<file path="src/hdl/assert_macros.svh">
// assertion macros shared by the rtl
`ifndef ASSERT_MACROS_SVH
`define ASSERT_MACROS_SVH

// same-cycle implication
`define LCD_ASSERT_NOW(label, clk, rst_n, pre, post) \
  label: assert property (@(posedge clk) disable iff (!rst_n) (pre) |-> (post)) \
    else $error("assertion failed");

// next-cycle implication
`define LCD_ASSERT_NEXT(label, clk, rst_n, pre, post) \
  label: assert property (@(posedge clk) disable iff (!rst_n) (pre) |=> (post)) \
    else $error("assertion failed");

`endif

</file>
<file path="src/hdl/lcd_pkg.sv">
// shared types and codes of the loop chunk dispatcher
`default_nettype none
package lcd_pkg;

  localparam logic [1:0] REQ_START    = 2'd0;
  localparam logic [1:0] REQ_NEXT     = 2'd1;
  localparam logic [1:0] REQ_END      = 2'd2;
  localparam logic [1:0] REQ_RESERVED = 2'd3;

  localparam logic [1:0] ERR_NONE        = 2'd0;
  localparam logic [1:0] ERR_ZERO_STRIDE = 2'd1;
  localparam logic [1:0] ERR_OVERSHOOT   = 2'd2;

  localparam int unsigned WORD_W = 64;
  localparam int unsigned CNT_W  = 7;

  typedef enum logic [4:0] {
    CMD_NONE,
    CMD_ACCEPT,
    CMD_SET_ERR1,
    CMD_SET_ERR2,
    CMD_DIV_LIM,
    CMD_TAKE_LIM,
    CMD_CHUNK_REQ,
    CMD_DIV_CH,
    CMD_TAKE_CH,
    CMD_MUL_OVR,
    CMD_COMMIT,
    CMD_COMMIT_DYN,
    CMD_MUL_TID,
    CMD_POS_PROD,
    CMD_CLAIM,
    CMD_CLEAR_CLAIM,
    CMD_DIV_PREV,
    CMD_TAKE_OLD,
    CMD_MUL_STEP,
    CMD_POS_STEP,
    CMD_MUL_START,
    CMD_TAKE_START,
    CMD_MUL_END,
    CMD_TAKE_END,
    CMD_LOAD_OUT
  } cmd_t;

  typedef struct packed {
    logic [1:0] kind;
    logic       inc_zero;
    logic       creq_pos;
    logic       req_dyn;
    logic       stride_zero;
    logic       dyn_mode;
    logic       claim_lt_lim;
    logic       div_done;
    logic       mul_done;
    logic       ovr_bad;
    logic       tid_ok;
    logic       step_ok;
  } stat_t;

  typedef enum logic [4:0] {
    ST_IDLE,
    ST_DISPATCH,
    ST_LIM_WAIT,
    ST_CH_DIV,
    ST_CH_WAIT,
    ST_CH_DONE,
    ST_OVR_WAIT,
    ST_COMMIT,
    ST_TID_MUL,
    ST_TID_WAIT,
    ST_PREV_WAIT,
    ST_STEP_MUL,
    ST_STEP_WAIT,
    ST_EMIT,
    ST_START_WAIT,
    ST_END_MUL,
    ST_END_WAIT,
    ST_FIN
  } state_t;

endpackage
`default_nettype wire

</file>
<file path="src/hdl/lcd_ctrl.sv">
// sequencing state machine for the dispatcher
`default_nettype none
module lcd_ctrl import lcd_pkg::*; (
  input  wire logic  clk,
  input  wire logic  rst_n,
  input  wire logic  in_valid,
  output logic       in_stall,
  output logic       out_valid,
  input  wire logic  out_stall,
  input  wire stat_t stat,
  output cmd_t       cmd
);

  state_t state_r, state_nxt;
  logic   out_valid_r, out_valid_nxt;
  logic   slot_free;

  assign slot_free = !out_valid_r || !out_stall;

  always_comb begin
    state_nxt = state_r;
    unique case (state_r)
      ST_IDLE:     if (in_valid) state_nxt = ST_DISPATCH;
      ST_DISPATCH: begin
        unique case (stat.kind)
          REQ_START: state_nxt = stat.inc_zero ? ST_FIN : ST_LIM_WAIT;
          REQ_NEXT: begin
            if (stat.stride_zero) begin
              state_nxt = ST_FIN;
            end else if (stat.dyn_mode) begin
              state_nxt = stat.claim_lt_lim ? ST_EMIT : ST_FIN;
            end else begin
              state_nxt = ST_PREV_WAIT;
            end
          end
          default:   state_nxt = ST_FIN;
        endcase
      end
      ST_LIM_WAIT:   if (stat.div_done) state_nxt = ST_CH_DIV;
      ST_CH_DIV:     state_nxt = stat.creq_pos ? ST_CH_DONE : ST_CH_WAIT;
      ST_CH_WAIT:    if (stat.div_done) state_nxt = ST_CH_DONE;
      ST_CH_DONE:    state_nxt = stat.req_dyn ? ST_OVR_WAIT : ST_COMMIT;
      ST_OVR_WAIT:   if (stat.mul_done) state_nxt = ST_FIN;
      ST_COMMIT:     state_nxt = ST_TID_MUL;
      ST_TID_MUL:    state_nxt = ST_TID_WAIT;
      ST_TID_WAIT:   if (stat.mul_done) state_nxt = stat.tid_ok ? ST_EMIT : ST_FIN;
      ST_PREV_WAIT:  if (stat.div_done) state_nxt = ST_STEP_MUL;
      ST_STEP_MUL:   state_nxt = ST_STEP_WAIT;
      ST_STEP_WAIT:  if (stat.mul_done) state_nxt = stat.step_ok ? ST_EMIT : ST_FIN;
      ST_EMIT:       state_nxt = ST_START_WAIT;
      ST_START_WAIT: if (stat.mul_done) state_nxt = ST_END_MUL;
      ST_END_MUL:    state_nxt = ST_END_WAIT;
      ST_END_WAIT:   if (stat.mul_done) state_nxt = ST_FIN;
      ST_FIN:        if (slot_free) state_nxt = ST_IDLE;
      default:       state_nxt = ST_IDLE;
    endcase
  end

  always_comb begin
    cmd = CMD_NONE;
    unique case (state_r)
      ST_IDLE:     if (in_valid) cmd = CMD_ACCEPT;
      ST_DISPATCH: begin
        unique case (stat.kind)
          REQ_START: cmd = stat.inc_zero ? CMD_SET_ERR1 : CMD_DIV_LIM;
          REQ_NEXT: begin
            if (stat.stride_zero) begin
              cmd = CMD_NONE;
            end else if (stat.dyn_mode) begin
              cmd = stat.claim_lt_lim ? CMD_CLAIM : CMD_NONE;
            end else begin
              cmd = CMD_DIV_PREV;
            end
          end
          REQ_END:   cmd = CMD_CLEAR_CLAIM;
          default:   cmd = CMD_NONE;
        endcase
      end
      ST_LIM_WAIT:   if (stat.div_done) cmd = CMD_TAKE_LIM;
      ST_CH_DIV:     cmd = stat.creq_pos ? CMD_CHUNK_REQ : CMD_DIV_CH;
      ST_CH_WAIT:    if (stat.div_done) cmd = CMD_TAKE_CH;
      ST_CH_DONE:    cmd = stat.req_dyn ? CMD_MUL_OVR : CMD_NONE;
      ST_OVR_WAIT:   if (stat.mul_done) cmd = stat.ovr_bad ? CMD_SET_ERR2 : CMD_COMMIT_DYN;
      ST_COMMIT:     cmd = CMD_COMMIT;
      ST_TID_MUL:    cmd = CMD_MUL_TID;
      ST_TID_WAIT:   if (stat.mul_done && stat.tid_ok) cmd = CMD_POS_PROD;
      ST_PREV_WAIT:  if (stat.div_done) cmd = CMD_TAKE_OLD;
      ST_STEP_MUL:   cmd = CMD_MUL_STEP;
      ST_STEP_WAIT:  if (stat.mul_done && stat.step_ok) cmd = CMD_POS_STEP;
      ST_EMIT:       cmd = CMD_MUL_START;
      ST_START_WAIT: if (stat.mul_done) cmd = CMD_TAKE_START;
      ST_END_MUL:    cmd = CMD_MUL_END;
      ST_END_WAIT:   if (stat.mul_done) cmd = CMD_TAKE_END;
      ST_FIN:        if (slot_free) cmd = CMD_LOAD_OUT;
      default:       cmd = CMD_NONE;
    endcase
  end

  always_comb begin
    out_valid_nxt = out_valid_r;
    if (out_valid_r && !out_stall) begin
      out_valid_nxt = 1'b0;
    end
    if (state_r == ST_FIN && slot_free) begin
      out_valid_nxt = 1'b1;
    end
  end

  assign in_stall  = (state_r != ST_IDLE);
  assign out_valid = out_valid_r;

  always_ff @(posedge clk) begin
    if (!rst_n) begin
      state_r     <= ST_IDLE;
      out_valid_r <= 1'b0;
    end else begin
      state_r     <= state_nxt;
      out_valid_r <= out_valid_nxt;
    end
  end

endmodule
`default_nettype wire

</file>
<file path="config.mk">
export PLATFORM = sky130hd
export DESIGN_NAME = lcd_ctrl
export DESIGN_NICKNAME = d
export VERILOG_FILES = /design/src/hdl/assert_macros.svh /design/src/hdl/lcd_pkg.sv /design/src/hdl/lcd_ctrl.sv
export SDC_FILE = /design/constraint.sdc
export NUM_CORES = 1
export LEC_CHECK = 0
export BUFFER_PORTS_ARGS = -buffer_cell sky130_fd_sc_hd__buf_2
export CORE_MARGIN = 3
export CORE_UTILIZATION = 57
export CTS_CLUSTER_DIAMETER = 100
export DETAILED_ROUTE_END_ITERATION = 10
export GPL_TIMING_DRIVEN = 0
export PLACE_DENSITY = 0.84
export SYNTH_ARGS = -nofsm -noshare
export SYNTH_HDL_FRONTEND = slang
export SYNTH_SLANG_ARGS = --single-unit
</file>
<file path="constraint.sdc">
create_clock -name clk -period 4.2 [get_ports clk]
set_input_delay 0.42 -clock clk [delete_from_list [all_inputs] [get_ports clk]]
set_output_delay 0.42 -clock clk [all_outputs]
set_load 0.03 [all_outputs]
</file>
== Word level (Yosys, flattened, before mapping) ==
Index checks and enable logic that the tools add are counted.
Storage, ports and cells
  bits in registers: 6
  output and inout bits: 7
Operators by class
  equality and inequality tests: 28
  mux-type cells: 40
  reductions and logical operators: 13
Operators with widths (count)
  5-bit two-way mux: 22
  5-bit case mux with 18 select lines: 1
  5-bit case mux with 17 select lines: 1
  5-bit by 4-bit equality test with 1-bit output, second input constant: 8
  4-bit two-way mux: 6
  5-bit by 3-bit equality test with 1-bit output, second input constant: 4
  2-bit != test, second input constant: 8
  5-bit case mux with 3 select lines: 1
  5-bit by 2-bit equality test with 1-bit output, second input constant: 2
  5-bit equality test, second input constant: 2
  5-bit case mux with 2 select lines: 1
  9-bit AND reduction: 1
  1-bit two-way mux: 6
  3-bit two-way mux: 2
  5-bit by 1-bit equality test with 1-bit output, second input constant: 1
  5-bit zero test: 1
  5-bit nonzero test: 1
  1-bit logical AND: 4
  2-bit by 1-bit equality test with 1-bit output, second input constant: 1
  2-bit equality test, second input constant: 1
  1-bit zero test: 2
  2-bit zero test: 1
  2-bit by 1-bit != test with 1-bit output, second input constant: 1
  2-bit nonzero test: 1
  other kinds (2): 2

== Logic depth before layout (Yosys ltp) ==
Gate-level depths: netlist of run 1.
  word-level depth: 5
  gate-level depth with buffers: 7
  mapped depth without buffers: 5

== Least setup slack after synthesis of run 1 ==
No wires, ideal clock.
  path kind: flip-flop to output port
  start: reg state_r[4]
  end: out cmd[1]
  arrival: 1.712 ns
  slack: 2.068 ns
  cell stages (with the launch flop): 5
  buffers on the path: 0
  cell sequence: dfxtp_1 or3b_2 o21ai_0 a21oi_1 o21ai_0
Between the ends
  cells in the longest elaborated chain, start to end: 2
  elaborated cells between the ends (all ways): 19
Ends and longest elaborated chain
  start, declared: line lcd_ctrl.sv:14  | state_t state_r, state_nxt;
  start signal, assigned: line lcd_ctrl.sv:117  | state_r <= state_nxt;
  5-bit equality test (tied with other cells): line lcd_ctrl.sv:61  | unique case (state_r)
  5-bit case mux with 18 select lines *: line lcd_ctrl.sv:61
  end, declared: line lcd_ctrl.sv:11  | output cmd_t cmd
Mark *: on every way between the ends. The rest lies on a longest branch, timed or not.

== Worst setup path in the final report of run 1 ==
  start: reg state_r[0]
  end: out cmd[0]
The elaborated chain is that of the path after synthesis.

==> results of run 1 <==
-- state kept, by name (all words and copies together), names as in the netlist --
name	cells
state_r	5
out_valid	1
-- worst max path at each step --
stage | start | end | slack [ps] | cells after the start
detailed placement | state_r[0] | cmd[0] | 1820 | 5
CTS | state_r[0] | cmd[0] | 1560 | 5
global placement | state_r[0] | cmd[0] | 1840 | 5
finish | state_r[0] | cmd[0] | 1480 | 5
global route | state_r[0] | cmd[0] | 1420 | 5
floorplan | state_r[4] | cmd[1] | 2070 | 4
-- per-stage QoR --
step	utilization (%)	instance area, sq um
detailed placement	71.0	1110
global route	72.5	1130
finish	72.5	1130
CTS	72.5	1130
floorplan	-	977
global placement	71.0	1110
-- layout make-up --
class                   instances  area [sq um]  share of cell area (%)
repair buffers                 22           110                    9.75
plain buffers                  12          60.1                    5.32
inverters                       3          11.3                   0.997
clock buffers                   3          22.5                    1.99
flip-flops and latches          6           120                    10.6
well taps                      16          20.0                    1.77
multi-input cells             125           786                    69.5
-- cell families (layout without fill, tap and decap cells) --
family / after synthesis / in the layout
buffers and inverters: 15 / 40
and+or+nand+nor: 74 / 74
AOI/OAI and AO/OA: 51 / 51
DFF: 6 / 6
-- cells in the final DEF, fill, tap and decap left out, drive strengths merged, types with 5 or more instances in the layout --
cell and n:
buf 29, nand3 6, dfxtp 6, clkbuf 8
a21oi 11, nor2b 6, nor3 5, nor2 18
o21ai 9, nand2 13
-- routing by layer --
metal,vias to the layer above,share of wire [%],GRT usage (%)
met2,106,44,44.9
li1,621,-,-
met1,576,40,45.5
met5,-,0,0
met3,12,14,6.51
met4,0,2.0,12.2
-- worst reg2reg max path, cell delays in order (launching register included) --
cell       delay (ps)
dfxtp_1           410
clkbuf_1          370
clkbuf_1          450
a2bb2oi_1         140
o32ai_1           310
nor2_1             80
o31ai_1           180
-- power by group through the flow --
stage	Sequential, W	Combinational [W]	Clock, W
after floorplan	0.0000933	0.000497	0
after global placement	0.0000944	0.000646	0
after detailed placement	0.0000964	0.000649	0
after CTS	0.0000954	0.000650	0.0000531
after global routing	0.0000996	0.000717	0.0000563
final	0.0000968	0.000666	0.0000523
==> summary.md, run 1 <==
| Metric | Value |
|---|---|
| Outcome | `complete, no violations` |
| Total power | `0.000815 W` |
| CTS tree | `yes` |
| Count leader, synth | `nor2_1` |
| DR iter-0 viols | `139` |
| Die height | `47.4 um` |
| Adder and majority gate portion of the synthesized area | `0%` |
| Synth unique cells | `47` |
| Antenna violations before repair | `0` |
| Worst reg2reg path depth | `6` |
| Post-synthesis instance total | `about 150` |
| Worst hold path stage count | `2` |
| Mapped Area | `977 sq um` |
| # setup viols final | `0` |
| Crit path capture type | `output port` |
| Detailed Routing Iterations Pass 1 | `4` |
| Port Buffer Count | `22` |
| Synthesized net count | `about 160` |
| # rows | `14` |
| Warning count from the yosys run | `0` |
| Number of fill cells in the layout | `131` |
| Share of cells above drive strength 1 | `between 20% and 30%` |
| Pleak | `0.458 nW` |
| Vias per cell | `7.03` |
| Antenna Diode Count | `0` |
| Syn Area/Cell | `roughly 6.7 sq um` |
| Period utilization | `64.7%` |
| CP Cell Sequence | `clkbuf_1 > clkbuf_1 > o31ai_1 > or4_1 > buf_2` |
| CP Class | `reg2out` |
| Area leader, netlist | `dfxtp_1` |
| Final TNS setup | `0 ps` |
| Post-synth top area share | `about an eighth` |
| Seq/Total Area, Yosys | `between 10% and 20%` |
| Fin cells | `around 190` |
| Number of enable flip-flop cells after synthesis | `0` |
| Synth Flop Type | `dfxtp_1` |
| Largest family of logic cells by synthesized area | `simple AND/OR/NAND/NOR gates` |
| Startpoint types | `flip-flop` |
| Fin Hold WS | `around 500 ps` |
| Post-CTS Hold Fix Bufs | `0` |
| Synth top cells by count | `nor2_1 (17), nand2_1 (13), a21oi_1 (11)` |
| Power Density | `722 mW/mm^2` |
| Psw | `around 0.00046 W` |
| Htree depth | `1` |
| Vias in the first global route | `1,086` |
| Hold Fails Final Rpt | `0` |
| Number of setup buffers added after CTS | `0` |
| RSZ-0062 raised after global routing | `no` |
| Synth Area in Compound Gates | `37.3%` |
| Gpl congestion | `approximately 0.96` |
| Placed instance count | `184` |
| Crit path DAT | `2300 ps` |
| Crit path max fanout | `10` |
| Place WS | `1820 ps` |
| GRT Util Overall | `31.5%` |
| Core area | `approximately 0.0016 sq mm` |
| Slowest-stage cell, CP | `or4_1` |
| Clk pwr share | `6.4%` |
| Minimum clock period after layout | `between 2000 and 3000 ps` |
| R2r endpoint | `state_r[3]` |
| Most frequent CP cell | `clkbuf_1` |
| Actual transition at the worst max-transition pin | `494 ps` |
| CTS root buf | `clkbuf_4` |
| Final ANT Viol Nets | `0` |
| Register share of total power | `11.9%` |
| Worst R2R Setup Slack | `2170 ps` |
| Congestion Overflow GR | `0` |
| Sw Ratio | `56.9%` |
| Worst r2r src | `state_r[0]` |
| Max cap viols | `0` |
| Total Nets Final | `190` |
| FFs w/ async S/R, synth | `0%` |
| Pin count of the biggest net entering global routing | `11` |
| CTS resizes | `0` |
| Maximum VDD drop | `0.495 mV` |
| Final max-slew violation count | `0` |
| Mux cell area share after synthesis | `0%` |
| Worst setup margin | `1480 ps` |
| Starting Density | `about 63%` |
| Via count | `1,315` |
| Sink Count | `6` |
| Clock-pin slew on the worst setup and hold paths | `50 ps` |
| Combinational share of power | `81.7%` |
| Fmax | `368 MHz` |
| Synth top area cells | `dfxtp_1 (12%), nor2_1 (6.5%), a21oi_1 (5.6%)` |
| Die ar. | `0.00225 sq mm` |
| Worst-case clock buffer depth | `2` |
| Final Skew | `5.49 ps` |
| # IOs | `24` |
| Worst Hold End | `out_valid` |
| TritonCTS buffer count | `3` |
| Post-detail-place hpwl | `between 2000 and 2500 um` |
| DR WL/cell | `around 17 um` |
| Remaining DRCs | `0` |
| Post-synthesis simple-gate area fraction | `43.1%` |
| Rel. slew slack | `67.1%` |
| Number of synthesized register bits | `6` |
| Clk Latency, worst-skew pair | `240 ps` |
| First-pass GRT wire length | `5030 um` |
| Largest stage delay, worst path | `470 ps` |
| Worst EP required | `3780 ps` |
| Area growth from synthesis to layout | `15.6%` |
| Die W | `approximately 47 um` |
| Drt total wl | `between 3000 and 4000 um` |
| Largest delay share family, worst path | `buffers and inverters` |
| Worst hold path type | `in2reg` |
| Synth Area in XOR/XNOR | `0%` |
| Hold path startpoint | `rst_n` |
| Cell-internal power | `between 0.0003 and 0.0004 W` |
| Crit path buf inv count | `3` |
Note: power is estimated with default switching activity, not from simulation.
==> run 2: changes to the inputs <==
- ABC_AREA: default -> 1
- CORE_UTILIZATION: 57 -> 52
- PLACE_DENSITY: 0.84 -> 0.79
- clock period: 4.2 -> 2.6 ns (I/O delays scaled with it)
==> run 2 against run 1 <==
Core utilization down 3.9 points. Clock power increased by 65%. Worst setup slack got worse by 990 ps.
==> summary.md, run 2 <==
| Metric | Value |
|---|---|
| Number of setup buffers added after CTS | `0 (unchanged)` |
| Cell-internal power | `0.000341 W (-3.0%)` |
| Die height | `48.2 um (+1.6%)` |
| Count leader, synth | `nand2_1` |
| TritonCTS buffer count | `3 (unchanged)` |
| Psw | `0.000445 W (-4.1%)` |
| Core area | `0.00159 sq mm (+2.2%)` |
| Number of enable flip-flop cells after synthesis | `0 (unchanged)` |
| DR iter-0 viols | `104 (-25%)` |
| Remaining DRCs | `0 (unchanged)` |
| Startpoint types | `flip-flop` |
| Power Density | `720 mW/mm^2 (-0.30%)` |
| CP Class | `reg2out` |
| Largest reg by FF count | `state_r` |
| Antenna Diode Count | `0 (unchanged)` |
| Crit path max fanout | `8 (-2)` |
| Share of cells above drive strength 1 | `23.5% (+0.66 points)` |
| Die ar. | `0.00232 sq mm (+3.3%)` |
| Vias in the first global route | `1,029 (-5.2%)` |
| Drt total wl | `2750 um (-15%)` |
| Clk pwr share | `11.0% (+4.6 points)` |
| Synth top cells by count | `nand2_1 (44), nand3_1 (26), nor2_1 (22)` |
| CTS root buf | `clkbuf_4` |
| Max cap viols | `0 (unchanged)` |
| Outcome | `complete, no violations` |
| Clk Latency, worst-skew pair | `240 ps (about the same)` |
| Most common cell after layout, fill and taps aside | `nand2_1` |
| Area growth from synthesis to layout | `18.1%` |
| Die W | `48.2 um (+1.6%)` |
| Fin Hold WS | `292 ps (-206 ps)` |
| Post-synthesis instance total | `170 (+16%)` |
| FFs w/ async S/R, synth | `0% (unchanged)` |
| Total Nets Final | `215 (+13%)` |
| Post-synth top area share | `17.9% (+5.6 points)` |
| Maximum VDD drop | `0.494 mV (-0.19%)` |
| Final Skew | `1.58 ps (-3.91 ps)` |
| Syn Area/Cell | `5.44 sq um (-19%)` |
| Final TNS setup | `0 ps (unchanged)` |
| Actual transition at the worst max-transition pin | `362 ps (-132 ps)` |
| Synth top area cells | `nand2_1 (18%), nand3_1 (14%), dfxtp_1 (13%)` |
| Area leader, netlist | `nand2_1` |
| Sink Count | `6 (unchanged)` |
| Max reg flops | `5 (unchanged)` |
| Warning count from the yosys run | `0 (unchanged)` |
| Synthesized net count | `187 (+15%)` |
| Vias per cell | `5.75 (-18%)` |
| Seq/Total Area, Yosys | `13.0% (+0.70 points)` |
| Post-detail-place hpwl | `2260 um (-5.3%)` |
| Sw Ratio | `56.6% (-0.28 points)` |
| Htree depth | `1 (unchanged)` |
| Congestion Overflow GR | `0 (unchanged)` |
| Rel. slew slack | `75.7% (+8.6 points)` |
| Pin count of the biggest net entering global routing | `11 (unchanged)` |
| Detailed Routing Iterations Pass 1 | `7 (+3)` |
| CTS resizes | `0 (unchanged)` |
| Synth Flop Type | `dfxtp_1` |
| Gpl congestion | `0.986 (+3.2%)` |
| Port Buffer Count | `23 (+4.5%)` |
| Clock-pin slew on the worst setup and hold paths | `50 ps (about the same)` |
| # IOs | `24 (unchanged)` |
| Number of synthesized register bits | `6 (unchanged)` |
| Antenna violations before repair | `0 (unchanged)` |
| # rows | `14 (unchanged)` |
| Mapped Area | `925 sq um (-5.4%)` |
| Synth unique cells | `26 (-45%)` |
| Worst hold path type | `in2reg` |
| Starting Density | `58.0% (-4.7 points)` |
| Period utilization | `81.1%` |
| Crit path capture type | `output port` |
| First-pass GRT wire length | `4310 um (-14%)` |
| Post-CTS Hold Fix Bufs | `0 (unchanged)` |
| Hold Fails Final Rpt | `0 (unchanged)` |
| Most frequent cells in the layout | `nand2_1 (44), nand3_1 (26), buf_2 (23)` |
| Worst EP required | `2340 ps (-1440 ps)` |
| Final ANT Viol Nets | `0 (unchanged)` |
| Fmax | `474 MHz` |
| Crit path DAT | `1850 ps (-450 ps)` |
| Final max-slew violation count | `0 (unchanged)` |
| RSZ-0062 raised after global routing | `no` |
| Via count | `1,266 (-3.7%)` |
| Combinational share of power | `72.5% (-9.2 points)` |
| GRT Util Overall | `25.6% (-5.8 points)` |
| Register share of total power | `16.5% (+4.6 points)` |
| Worst R2R Setup Slack | `1030 ps (-1140 ps)` |
| Pleak | `0.618 nW (+35%)` |
| Worst-case clock buffer depth | `2 (unchanged)` |
| CTS tree | `yes` |
| Minimum clock period after layout | `2110 ps` |
| DR WL/cell | `12.5 um (-28%)` |
| # setup viols final | `0 (unchanged)` |
[run 2: cell types whose count changed after synthesis, moves of 5 or more]
cell,delta
buf_2,-6
clkbuf_1,-5
inv_1,+17
nand2_1,+31
nand3_1,+20
nand4_1,+7
nor2_1,+5
nor2b_1,-6
o21ai_0,-6
[run 2: final timing paths]
path,start,to,depth (start not counted)
worst min-delay path,out_stall,out_valid,3
worst min register to register,out_valid,out_valid,2
worst max register to register,state_r[1],state_r[2],7
worst max-delay path,state_r[2],cmd[0],9
[run 2: critical path: stages, from the launching register on]
cell,delay (ps)
dfxtp_1,310
buf_6,140
nor2_1,270
nand3_1,190
nor2_1,180
nand2_1,100
nand2_1,110
inv_1,50
nand4_1,70
buf_2,190
[run 2: cell families (layout without fill, tap and decap cells)]
kind of cell | count (synthesis) | after routing | synth area share, %
AOI/OAI and AO/OA | 16 | 16 | 10.0
buffers and inverters | 27 | 53 | 13.3
DFF | 6 | 6 | 13.0
and+or+nand+nor | 121 | 121 | 63.7
[run 2: layer usage]
| layer | vias up | GRT usage [%] | part of all wire (%) |
|---|---|---|---|
| met5 | - | 0 | 0 |
| met4 | 0 | 3.23 | 0.98 |
| met3 | 6 | 4.43 | 12 |
| met2 | 81 | 42.7 | 48 |
| met1 | 558 | 35.2 | 39 |
| li1 | 621 | - | - |
[run 2: power by group through the flow]
stage	Clock (W)	Combinational (W)	Sequential, W
2_1_floorplan	0	0.000432	0.000129
6_report	0.0000865	0.000570	0.000130
5_1_grt	0.0000963	0.000620	0.000131
4_1_cts	0.0000895	0.000564	0.000129
3_5_place_dp	0	0.000562	0.000130
3_3_place_gp	0	0.000559	0.000129
[run 2: stage by stage]
stage	util (%)	total power [W]	instance area, sq um	setup WS, ps	std cells
floorplan	-	0.000562	925	1020	170
global placement	67.1	0.000688	1070	802	217
detailed placement	67.1	0.000692	1070	803	217
CTS	68.5	0.000782	1090	531	220
global route	68.5	0.000847	1090	382	220
finish	68.5	0.000786	1090	490	220
[run 2: final cells by class]
cell class	count	area, sq um
clock buffer	3	22.5
sequential	6	120
fill	147	502
buffer	3	30.0
multi-input combinational	137	682
inverter	24	92.6
tap	24	30.0
timing repair buffer	23	115
